==> src/rtl/cartridge_bank_controller_defines.svh <==
// ----------------------------------------------------------------------------
// Cartridge bank controller assertion macros
// Shared assertion shorthands; each expects clk and arst_n in scope.
// ----------------------------------------------------------------------------
`ifndef CARTRIDGE_BANK_CONTROLLER_DEFINES_SVH
`define CARTRIDGE_BANK_CONTROLLER_DEFINES_SVH

// Same-cycle implication, checked outside reset.
`define CBC_ASSERT_NOW(label, ante, cons, msg) \
	label: assert property (@(posedge clk) disable iff (!arst_n) (ante) |-> (cons)) \
		else $error(msg);

// Next-cycle implication, checked outside reset.
`define CBC_ASSERT_NEXT(label, ante, cons, msg) \
	label: assert property (@(posedge clk) disable iff (!arst_n) (ante) |=> (cons)) \
		else $error(msg);

`endif

==> src/rtl/cbc_pkg.sv <==
// ----------------------------------------------------------------------------
// Cartridge bank controller package
// Word types, result codes, controller kinds and reset values.
// ----------------------------------------------------------------------------
package cbc_pkg;

	// Result codes.
	localparam logic [2:0] TGT_NONE = 3'd0;
	localparam logic [2:0] TGT_OPEN = 3'd1;
	localparam logic [2:0] TGT_ROM  = 3'd2;
	localparam logic [2:0] TGT_RAM  = 3'd3;
	localparam logic [2:0] TGT_NIB  = 3'd4;
	localparam logic [2:0] TGT_CLK  = 3'd5;
	localparam logic [2:0] TGT_CTRL = 3'd6;

	// Controller kinds.
	localparam logic [2:0] KIND_NONE = 3'd0;
	localparam logic [2:0] KIND_MBC1 = 3'd1;
	localparam logic [2:0] KIND_MBC2 = 3'd2;
	localparam logic [2:0] KIND_MBC3 = 3'd3;
	localparam logic [2:0] KIND_MBC5 = 3'd4;

	// Configuration register indexes.
	localparam logic [1:0] REG_KIND      = 2'd0;
	localparam logic [1:0] REG_ROM_SIZE  = 2'd1;
	localparam logic [1:0] REG_RAM_COUNT = 2'd2;

	localparam logic [3:0] ROM_CODE_MAX = 4'd8;
	localparam int unsigned CLOCK_REGS = 5;
	localparam logic [3:0] ENABLE_KEY = 4'hA;

	// Clock byte reset values.
	localparam logic [7:0] CLOCK_RESET [CLOCK_REGS] = '{8'd0, 8'd0, 8'd12, 8'd1, 8'd0};

	typedef struct packed {
		logic        mode;
		logic [15:0] address;
		logic [7:0]  write_value;
	} req_t;

	typedef struct packed {
		logic [2:0]  target;
		logic [22:0] mem_address;
		logic [7:0]  data;
	} rsp_t;

endpackage

==> src/rtl/cbc_if.sv <==
// ----------------------------------------------------------------------------
// Cartridge bank controller channel interfaces
// Valid/ready channels for bus access words and result words.
// ----------------------------------------------------------------------------
interface cbc_req_if;
	logic          valid;
	logic          ready;
	cbc_pkg::req_t payload;

	modport source (output valid, output payload, input ready);
	modport sink (input valid, input payload, output ready);
endinterface

interface cbc_rsp_if;
	logic          valid;
	logic          ready;
	cbc_pkg::rsp_t payload;

	modport source (output valid, output payload, input ready);
	modport sink (input valid, input payload, output ready);
endinterface

==> src/rtl/cartridge_bank_controller.sv <==
// ----------------------------------------------------------------------------
// Cartridge bank controller
// Decodes handheld-console cartridge bus accesses for MBC1/2/3/5 banking.
// ----------------------------------------------------------------------------
// Usage: each word on the req channel is one CPU bus access (read or write,
// 16-bit address, write byte). For every accepted word exactly one word leaves
// on the rsp channel: a target code, a physical ROM or external RAM byte
// offset, and a data byte (clock register contents, open bus value, or the
// value to be stored). Writes below 0x8000 update the bank registers.
// A word accepted into the input register is decoded there while the bank
// update runs; its result is registered in the result register once that
// register is empty or draining, and rsp.valid then rises.
// Throughput is one word per cycle while rsp.ready stays high; a new word
// is accepted while a result waits if the input register is empty or drains.
// When the receiver stalls, the result register holds, the input register
// fills, and req.ready drops only once both are occupied.
// The configuration port (cfg_write_enable, cfg_index, cfg_data) writes the
// controller kind, ROM size code and RAM bank count; write it only while idle.
// Reset (arst_n low) clears both stages, the configuration to zero and the
// bank state to its power-on values; there is no clearing pass.
// ----------------------------------------------------------------------------
`include "cartridge_bank_controller_defines.svh"

module cartridge_bank_controller (
	input  logic       clk,
	input  logic       arst_n,
	cbc_req_if.sink    req,
	cbc_rsp_if.source  rsp,
	input  logic       cfg_write_enable,
	input  logic [1:0] cfg_index,
	input  logic [4:0] cfg_data
);
	import cbc_pkg::*;

	// Configuration registers.
	logic [2:0] kind_q;
	logic [3:0] rom_code_q;
	logic [4:0] ram_count_q;

	// Bank state.
	logic [8:0] rom_bank_q;
	logic [3:0] ram_bank_q;
	logic       ram_enable_q;
	logic [4:0] low_bits_q;
	logic [1:0] high_bits_q;
	logic       bank_mode_q;
	logic       clock_sel_q;
	logic [2:0] clock_idx_q;
	logic [7:0] clock_q [CLOCK_REGS];

	// Pipeline.
	req_t req_s1;
	logic req_valid_s1;
	rsp_t rsp_q;
	logic rsp_valid_q;
	logic advance;

	// Next-state values from the decode.
	rsp_t       rsp_d;
	logic [8:0] rom_bank_d;
	logic [3:0] ram_bank_d;
	logic       ram_enable_d;
	logic [4:0] low_bits_d;
	logic [1:0] high_bits_d;
	logic       bank_mode_d;
	logic       clock_sel_d;
	logic [2:0] clock_idx_d;
	logic       clock_we;

	logic [3:0] rom_code_sat;
	logic [8:0] rom_mask;

	// A waiting word moves on when the result register is empty or drains.
	assign advance   = req_valid_s1 && (!rsp_valid_q || rsp.ready);
	assign req.ready = !req_valid_s1 || advance;
	assign rsp.valid = rsp_valid_q;
	assign rsp.payload = rsp_q;

	// Bank counts are powers of two, so the modulo becomes this mask.
	assign rom_code_sat = (rom_code_q > ROM_CODE_MAX) ? ROM_CODE_MAX : rom_code_q;
	assign rom_mask = 9'((10'd2 << rom_code_sat) - 10'd1);

	always_comb begin
		logic        wr;
		logic [15:0] a;
		logic [7:0]  v;
		logic [8:0]  bank;
		logic [4:0]  low_new;
		logic [1:0]  high_new;
		logic [6:0]  b7;
		logic [3:0]  b4;
		logic [7:0]  open_data;

		wr = req_s1.mode;
		a  = req_s1.address;
		v  = req_s1.write_value;
		open_data = wr ? 8'd0 : 8'hFF;
		bank = '0;
		low_new = '0;
		high_new = '0;
		b7 = '0;
		b4 = '0;

		rom_bank_d   = rom_bank_q;
		ram_bank_d   = ram_bank_q;
		ram_enable_d = ram_enable_q;
		low_bits_d   = low_bits_q;
		high_bits_d  = high_bits_q;
		bank_mode_d  = bank_mode_q;
		clock_sel_d  = clock_sel_q;
		clock_idx_d  = clock_idx_q;
		clock_we     = 1'b0;

		rsp_d.target      = TGT_NONE;
		rsp_d.mem_address = '0;
		rsp_d.data        = '0;

		if (!a[15]) begin
			if (wr) begin
				// Bank control writes.
				rsp_d.target = TGT_CTRL;
				case (kind_q)
					KIND_MBC1: begin
						case (a[14:13])
							2'd0: ram_enable_d = (v[3:0] == ENABLE_KEY);
							2'd1: begin
								low_new = (v[4:0] == 5'd0) ? 5'd1 : v[4:0];
								low_bits_d = low_new;
								rom_bank_d = bank_mode_q ? ({4'd0, low_new} & rom_mask)
									: ({2'd0, high_bits_q, low_new} & rom_mask);
							end
							2'd2: begin
								high_new = v[1:0];
								high_bits_d = high_new;
								if (!bank_mode_q) begin
									rom_bank_d = {2'd0, high_new, low_bits_q} & rom_mask;
								end else begin
									ram_bank_d = {2'd0, high_new};
								end
							end
							default: begin
								bank_mode_d = v[0];
								if (!v[0]) begin
									ram_bank_d = '0;
									rom_bank_d = {2'd0, high_bits_q, low_bits_q} & rom_mask;
								end else begin
									ram_bank_d = {2'd0, high_bits_q};
									rom_bank_d = {4'd0, low_bits_q} & rom_mask;
								end
							end
						endcase
					end
					KIND_MBC2: begin
						if (a[14]) begin
							rsp_d.target = TGT_OPEN;
						end else if (a[8]) begin
							b4 = (v[3:0] == 4'd0) ? 4'd1 : v[3:0];
							rom_bank_d = {5'd0, b4} & rom_mask;
						end else begin
							ram_enable_d = (v[3:0] == ENABLE_KEY);
						end
					end
					KIND_MBC3: begin
						case (a[14:13])
							2'd0: ram_enable_d = (v[3:0] == ENABLE_KEY);
							2'd1: begin
								b7 = (v[6:0] == 7'd0) ? 7'd1 : v[6:0];
								rom_bank_d = {2'd0, b7} & rom_mask;
							end
							2'd2: begin
								if (v <= 8'd3) begin
									clock_sel_d = 1'b0;
									ram_bank_d = v[3:0];
								end else if (v >= 8'd8 && v <= 8'd12) begin
									clock_sel_d = 1'b1;
									clock_idx_d = 3'(v - 8'd8);
								end
							end
							default: rsp_d.target = TGT_OPEN;
						endcase
					end
					KIND_MBC5: begin
						if (a[14:13] == 2'd0) begin
							ram_enable_d = (v[3:0] == ENABLE_KEY);
						end else if (a[14:12] == 3'd2) begin
							rom_bank_d = {rom_bank_q[8], v} & rom_mask;
						end else if (a[14:12] == 3'd3) begin
							rom_bank_d = {v[0], rom_bank_q[7:0]} & rom_mask;
						end else if (a[14:13] == 2'd2) begin
							ram_bank_d = v[3:0];
						end else begin
							rsp_d.target = TGT_OPEN;
						end
					end
					default: rsp_d.target = TGT_OPEN;
				endcase
				rsp_d.data = (rsp_d.target == TGT_CTRL) ? v : 8'd0;
			end else begin
				// ROM reads: the low window is bank 0 unless MBC1 mode 1 moves it.
				if (!a[14]) begin
					bank = (kind_q == KIND_MBC1 && bank_mode_q) ? {2'd0, high_bits_q, 5'd0}
						: 9'd0;
				end else begin
					bank = rom_bank_q;
				end
				if ((bank & ~rom_mask) == 9'd0) begin
					rsp_d.target = TGT_ROM;
					rsp_d.mem_address = {bank, a[13:0]};
				end else begin
					rsp_d.target = TGT_OPEN;
				end
				rsp_d.data = 8'hFF;
			end
		end else if (a[15:13] == 3'b101) begin
			// External RAM window.
			rsp_d.target = TGT_OPEN;
			rsp_d.data = open_data;
			if (ram_enable_q) begin
				if (kind_q == KIND_MBC3 && clock_sel_q) begin
					if (clock_idx_q < 3'(CLOCK_REGS)) begin
						rsp_d.target = TGT_CLK;
						clock_we = wr;
						rsp_d.data = wr ? v : clock_q[clock_idx_q];
					end
				end else if (kind_q == KIND_MBC2) begin
					rsp_d.target = TGT_NIB;
					rsp_d.mem_address = {14'd0, a[8:0]};
					rsp_d.data = wr ? {4'd0, v[3:0]} : 8'hFF;
				end else if ({1'b0, ram_bank_q} < ram_count_q) begin
					rsp_d.target = TGT_RAM;
					rsp_d.mem_address = {6'd0, ram_bank_q, a[12:0]};
					rsp_d.data = wr ? v : 8'hFF;
				end
			end
		end
	end

	// Configuration registers.
	always_ff @(posedge clk or negedge arst_n) begin
		if (!arst_n) begin
			kind_q      <= KIND_NONE;
			rom_code_q  <= '0;
			ram_count_q <= '0;
		end else if (cfg_write_enable) begin
			unique case (cfg_index)
				REG_KIND:      kind_q <= cfg_data[2:0];
				REG_ROM_SIZE:  rom_code_q <= cfg_data[3:0];
				REG_RAM_COUNT: ram_count_q <= cfg_data;
				default: ;
			endcase
		end
	end

	// Bank state, updated as a word passes into the result register.
	always_ff @(posedge clk or negedge arst_n) begin
		if (!arst_n) begin
			rom_bank_q   <= 9'd1;
			ram_bank_q   <= '0;
			ram_enable_q <= 1'b0;
			low_bits_q   <= 5'd1;
			high_bits_q  <= '0;
			bank_mode_q  <= 1'b0;
			clock_sel_q  <= 1'b0;
			clock_idx_q  <= '0;
			for (int i = 0; i < CLOCK_REGS; i++) begin
				clock_q[i] <= CLOCK_RESET[i];
			end
		end else if (advance) begin
			rom_bank_q   <= rom_bank_d;
			ram_bank_q   <= ram_bank_d;
			ram_enable_q <= ram_enable_d;
			low_bits_q   <= low_bits_d;
			high_bits_q  <= high_bits_d;
			bank_mode_q  <= bank_mode_d;
			clock_sel_q  <= clock_sel_d;
			clock_idx_q  <= clock_idx_d;
			if (clock_we) begin
				clock_q[clock_idx_q] <= req_s1.write_value;
			end
		end
	end

	// Pipeline control.
	always_ff @(posedge clk or negedge arst_n) begin
		if (!arst_n) begin
			req_valid_s1 <= 1'b0;
			rsp_valid_q  <= 1'b0;
		end else begin
			if (req.ready) begin
				req_valid_s1 <= req.valid;
			end
			if (advance) begin
				rsp_valid_q <= 1'b1;
			end else if (rsp.ready) begin
				rsp_valid_q <= 1'b0;
			end
		end
	end

	// Pipeline payload.
	always_ff @(posedge clk) begin
		if (req.valid && req.ready) begin
			req_s1 <= req.payload;
		end
		if (advance) begin
			rsp_q <= rsp_d;
		end
	end

	`CBC_ASSERT_NOW(a_rom_in_range, rsp_valid_q && rsp_q.target == TGT_ROM,
		(rsp_q.mem_address[22:14] & ~rom_mask) == 9'd0, "ROM offset beyond ROM size")
	`CBC_ASSERT_NOW(a_no_addr_off_memory,
		rsp_valid_q && rsp_q.target != TGT_ROM && rsp_q.target != TGT_RAM
		&& rsp_q.target != TGT_NIB, rsp_q.mem_address == 23'd0,
		"nonzero offset on a result that touches no memory")
	`CBC_ASSERT_NOW(a_nibble_mbc2, rsp_valid_q && rsp_q.target == TGT_NIB,
		kind_q == KIND_MBC2 && rsp_q.mem_address[22:9] == 14'd0,
		"nibble access outside MBC2 or beyond 512 entries")
	`CBC_ASSERT_NOW(a_clock_idx_range, 1'b1, clock_idx_q < 3'(CLOCK_REGS),
		"clock register index out of range")
	`CBC_ASSERT_NEXT(a_stage_holds, req_valid_s1 && !advance, req_valid_s1,
		"input stage dropped a word while stalled")

endmodule
==> src/flat_wrapper.sv <==
// flat-port wrapper written by rule: the top's interface ports become plain ports
module cartridge_bank_controller_flat import cbc_pkg::*;
  (clk, arst_n, cfg_write_enable, cfg_index, cfg_data, req_valid, req_payload, req_ready, rsp_valid, rsp_payload, rsp_ready);
  cbc_req_if req_i ();
  cbc_rsp_if rsp_i ();
  input  logic clk;
  input  logic arst_n;
  input  logic cfg_write_enable;
  input  logic [1:0] cfg_index;
  input  logic [4:0] cfg_data;
  input wire logic [$bits(req_i.valid)-1:0] req_valid;
  input wire logic [$bits(req_i.payload)-1:0] req_payload;
  output wire logic [$bits(req_i.ready)-1:0] req_ready;
  output wire logic [$bits(rsp_i.valid)-1:0] rsp_valid;
  output wire logic [$bits(rsp_i.payload)-1:0] rsp_payload;
  input wire logic [$bits(rsp_i.ready)-1:0] rsp_ready;
  assign req_i.valid = req_valid;
  assign req_i.payload = req_payload;
  assign req_ready = req_i.ready;
  assign rsp_valid = rsp_i.valid;
  assign rsp_payload = rsp_i.payload;
  assign rsp_i.ready = rsp_ready;
  cartridge_bank_controller u_core (.clk(clk), .arst_n(arst_n), .req(req_i), .rsp(rsp_i), .cfg_write_enable(cfg_write_enable), .cfg_index(cfg_index), .cfg_data(cfg_data));
endmodule
==> config.mk <==
export PLATFORM = sky130hd
export DESIGN_NAME = cartridge_bank_controller_flat
export DESIGN_NICKNAME = d
export VERILOG_FILES = /design/src/rtl/cbc_pkg.sv /design/src/rtl/cbc_if.sv /design/src/rtl/cartridge_bank_controller.sv /design/src/flat_wrapper.sv
export VERILOG_INCLUDE_DIRS = /design/src /design/src/rtl
export SDC_FILE = /design/constraint.sdc
export NUM_CORES = 1
export LEC_CHECK = 0
export ABC_AREA = 0
export ABC_CLOCK_PERIOD_IN_PS = 3100
export BUFFER_PORTS_ARGS = -buffer_cell sky130_fd_sc_hd__buf_2
export CORE_MARGIN = 1
export CORE_UTILIZATION = 59
export CTS_CLUSTER_SIZE = 10
export DETAILED_ROUTE_END_ITERATION = 10
export PLACE_DENSITY = 0.8
export SLEW_MARGIN = 20
export SYNTH_ARGS = -nofsm -noshare
export SYNTH_HDL_FRONTEND = slang
export SYNTH_SLANG_ARGS = --single-unit
==> constraint.sdc <==
create_clock -name clk -period 3.1 [get_ports clk]
set_input_delay 0.62 -clock clk [delete_from_list [all_inputs] [get_ports clk]]
set_output_delay 0.62 -clock clk [all_outputs]
set_load 0.05 [all_outputs]
# Yosys cells after proc, flatten, opt, wreduce, memory -nomap -nowiden
# Cells that the tools add are included.
[word_totals] out_inout_bits=36 wordCells=192 register_bits=139 in_bits=37
[classes] shifts=1 muxes=77 n_eq_ne=29 n_lt_le_gt_ge=8 n_bitwise=15 reduce_logical=36 n_addsub=2
[ops] op="34-bit 2-to-1 mux" n=4
[ops] op="9-bit 2-to-1 mux" n=12
[ops] op="8-bit 2-to-1 mux" n=11
[ops] op="23-bit 2-to-1 mux" n=3
[ops] op="40-bit bitwise mux" n=1
[ops] op="7-bit by 9-bit bitwise AND with 9-bit output" n=4
[ops] op="4-bit 2-to-1 mux" n=9
[ops] op="9-bit case mux with 4 select lines" n=1
[ops] op="3-bit 2-to-1 mux" n=11
[ops] op="33-bit 2-to-1 mux" n=1
[ops] op="9-bit bitwise AND" n=3
[ops] op="9-bit case mux with 3 select lines" n=1
[ops] op="8-bit binary-select mux with 3-bit select" n=1
[ops] op="8-bit demux with 3-bit select" n=1
[ops] op="5-bit by 9-bit bitwise AND with 9-bit output" n=2
[ops] op="2-bit inequality test (second input constant)" n=8
[ops] op="5-bit AND reduction" n=3
[ops] op="7-bit 2-to-1 mux" n=2
[ops] op="7-bit AND reduction" n=2
[ops] op="3-bit by 2-bit equality test with 1-bit output (second input constant)" n=4
[ops] op="1-bit 2-to-1 mux" n=12
[ops] op="3-bit case mux with 4 select lines" n=1
[ops] op="4-bit case mux with 3 select lines" n=1
[ops] op="12-bit AND reduction" n=1
[ops] op="other kinds (44)" n=69

# Depth between registers and ports, before layout
[logic_depth] depth_word=12 mapped_depth=10 ltp_nobuf=8

# Least setup slack after synthesis
# No wires, ideal clock.
[synth_timing] path_kind="register to register" start="reg u_core.rom_code_q[2]" end="reg u_core.rsp_q, in the netlist u_core.rsp.payload[22] (data pin)" period_less_slack_ns=2.573 setup_ns=0.256 stages_incl_launch_ff=10 slack_ns=0.527 t_arrival_ns=2.317 required_ns=2.844 n_path_buf=2 cell_sequence="dfrtp_1 > buf_2 > or4_4 > ha_1 > and2_1 > o211ai_1 > a41oi_1 > and4_1 > clkbuf_1 > a22o_1"
[synth_lines] element="start, declared" line_no="cartridge_bank_controller.sv:37" source="logic [3:0] rom_code_q;"
[synth_lines] element="start signal, assigned" line_no="cartridge_bank_controller.sv:247" source="REG_ROM_SIZE: rom_code_q <= cfg_data[3:0];"
[synth_lines] element="end signal, assigned" line_no="cartridge_bank_controller.sv:306" source="rsp_q <= rsp_d;"
[synth_lines] element="end, declared" line_no="cartridge_bank_controller.sv:54" source="rsp_t rsp_q;"

==> flow_summary.yaml <==
timing:
  final_hold_viol_count: 0
  fmax_mhz: 348.2
  finalWorstPathRequiredPeriod_ns: 2.872
  maxSlewHeadroom: 0.4968
  skew_ns: 0.006398
  finalSetupViolCount: 0
  rsz0062_at_grt: "false"
  whs_ns: 0.2296
  period_share: 0.9265
  tns_ns: 0
  setup_ws_ns: 0.2278
  tightest_slew_ns: 0.7548
  maxSlewViolCount: 0
cells_and_area:
  num-nets-final: 693
  stdcell_count: 803
  multi_input_area_um2: 2940
  diodes: 0
  seq_area_um2: 3780
  drive_above_1_share: 0.3167
  nFillCells: 796
  areaGrowthSynthToFinish_pct: 16.01
pwr:
  p_switching_mw: 1.618
  vdd_ir_drop_max_v: 0.0006662
  combPwrFrac: 0.190
  power.internal_mw: 3.780
  switching_share: 0.2997
  leakagePower_nw: 3.405
  clkPwrFrac: 0.379
  seq_power_share: 0.430
  power.density_nw_per_um2: 667.3
clock_tree:
  cts_tree: "built"
  cts_buffers: 17
  clock_sinks: 139
  cts_root_buf: "clkbuf_16"
  clk_latency_ns: 0.42
  clock_path_buffers: 2
  htreeDepth: 4
  holdBufCountCts: 0
  path_clk_slew_ns: 0.06
  cts_setup_buffers: 0
routing:
  final_antenna_net_count: 0
  viasPerCell: 6.584
  drt-pass1-iter-count: 5
  dr_total_vias: 5287
  wirelength_um: 17690
  post_drt_wl_per_cell_um: 22.02
  drt-initial-drc-count: 611
  drcViolationCount: 0
critical_path:
  crit_path_start_kind: "flip-flop"
  required_ns: 3.34
  path_max_fanout: 17
  path_class: "reg2reg"
  end_kind: "flip-flop"
  worstPathArrival_ns: 3.11
yosys:
  ys_types: 79
  synth.area.top_cells: "dfrtp_1 27%, edfxtp_1 25%, mux2_2 11%"
  synth-seq-cells: 139
  synth_fp_nets: 622
  yosysTopAreaCell: "dfrtp_1"
  synth_edf_count: 59
  synthArstFlopShare: 0.5755
  yosysWarnings: 0
  synth_top_area_frac: 0.2692
  ys_seq_area_frac: 0.5421
  avgSynthCellArea_um2: 12.11
  synth_flop_cell: "dfrtp_1"
  syn-cell-area_um2: 6973
  netlist_instances: 576
floorplanning:
  io_pins: 73
  rows: 39
  die_h_um: 110.7
  die_x_um: 110.7
  core_um2: 11470
  dieArea_um2: 12260
  start_util: 0.6081
hold_path:
  hp-class: "in2async"
status:
  status: "finished clean"
global_routing:
  grt_pass1_wl_um: 28590
  grt_max_degree: 81
  track_usage: 0.3056
  antenna_found_initial: 0
  overflow: 0
  grt_pass1_vias: 5290
place:
  dp_slack_ns: 0.1406
  numPortBuffers: 72
  gp_congestion: 0.9453
  dpl.hpwl_um: 12290
  place_inst: 771
job:
  drv_cap: 0
## through the flow
stage,instance area (µm²),util,power [mW]
floorplan,6973,-,2.990
global placement,7467,0.6512,3.303
detailed placement,7467,0.6512,3.344
CTS,8069,0.7037,5.399
global route,8089,0.7054,5.594
finish,8089,0.7054,5.398
## timing repair
item                                    4_1_cts  5_1_grt
endpoints found under the setup margin        0       14
endpoints found under the hold margin         0        0
gates resized for setup                       0        2
## registers in the layout, summed over array words and instances (netlist names), 3 cells and up
register	count
u_core.clock_q	40
u_core.rsp.payload	34
u_core.req_s1	25
u_core.rom_bank_q	9
u_core.low_bits_q	5
u_core.ram_count_q	5
u_core.ram_bank_q	4
u_core.rom_code_q	4
u_core.clock_idx_q	3
u_core.kind_q	3
## worst paths after layout
check | depth (start not counted) | slack (ns) | start | to
setup / recovery | 7 | 0.23 | u_core.rom_code_q[2] | u_core.rsp.payload[16]
setup reg to reg | 7 | 0.23 | u_core.rom_code_q[2] | u_core.rsp.payload[16]
hold / removal | 1 | 0.23 | arst_n | u_core.clock_q[12]
hold reg to reg | 2 | 0.49 | u_core.low_bits_q[0] | u_core.low_bits_q[0]
max in group asynchronous | 1 | 2.35 | arst_n | u_core.rom_bank_q[7]
min in group clk | 1 | 0.37 | req_payload[2] | u_core.req_s1[2]
## power groups by stage
stage	clock network, mW	registers, mW	logic, mW
after floorplan	0	2.40	0.586
after global placement	0	2.34	0.963
after detailed placement	0	2.35	0.999
after CTS	2.08	2.31	1.01
after global routing	2.15	2.34	1.10
final	2.05	2.32	1.03
## critical path, cell delays in order (launching register included)
cell	delay (ns)
dfrtp_1	0.49
or4_4	0.55
ha_1	0.34
nand2_1	0.08
inv_1	0.04
o31ai_1	0.54
nand4_4	0.34
a21boi_0	0.30
## cells in the final DEF (no fill, tap or decap), types with 4 or more instances in the layout
master     synthesis  layout
dfrtp_1           75      75
buf_2             16      71
mux2_2            66      66
edfxtp_1          59      59
nand2_1           35      35
nor2_1            29      29
inv_1             25      25
a21oi_1           19      19
o22ai_1           19      19
clkbuf_16          0      17
buf_4              2      17
o21ai_0           15      15
a21boi_0          14      14
mux2i_1           11      11
nand2b_1          10      10
and2_1             9       9
a221oi_1           9       9
ha_1               9       9
nor3_1             8       8
nand3_1            8       8
nand3b_1           7       7
nor3b_1            6       6
a22o_1             6       6
a211oi_1           6       6
nor2b_1            5       5
dfstp_2            5       5
a31oi_1            4       4
and3_1             4       4
nand4_1            4       4
a32o_1             4       4
clkinv_2           0       4
## Yosys cell counts (5+ instances only)
cell type	instances
nand2b_1	10
a221oi_1	9
mux2_2	66
a21oi_1	19
edfxtp_1	59
buf_2	16
a22o_1	6
a211oi_1	6
o22ai_1	19
nand3_1	8
and2_1	9
nand2_1	35
nor2_1	29
o21ai_0	15
clkbuf_1	17
nor3_1	8
nor3b_1	6
ha_1	9
inv_1	25
a21boi_0	14
nand3b_1	7
dfstp_2	5
dfrtp_1	75
nor2b_1	5
mux2i_1	11
## cell families (layout without fill, tap and decap cells)
logic type / after synthesis / in the layout / synth area share
fa+ha+maj: 9 / 9 / 0.01615
flops: 139 / 139 / 0.5421
simple gates: 149 / 149 / 0.1278
buf+inv: 62 / 146 / 0.03858
xor+xnor: 2 / 2 / 0.002513
compound gates: 134 / 134 / 0.1419
mux: 81 / 81 / 0.1310
## area by class of cell
cell class / instances / share of cell area
clock buffers: 19 / 0.05599
clock inverters: 13 / 0.01841
flip-flops and latches: 139 / 0.4673
repair buffers: 89 / 0.06110
inverters: 25 / 0.01160
well taps: 143 / 0.02212
multi-input cells: 375 / 0.3635
## per-layer routing
metal | GRT usage | part of all wire | up-vias
met5 | 0 | 0 | -
met4 | 0.1280 | 0.024 | 0
met3 | 0.07272 | 0.097 | 39
met2 | 0.4369 | 0.44 | 331
met1 | 0.4485 | 0.44 | 2597
li1 | - | - | 2320
(Power assumes the default switching activity.)
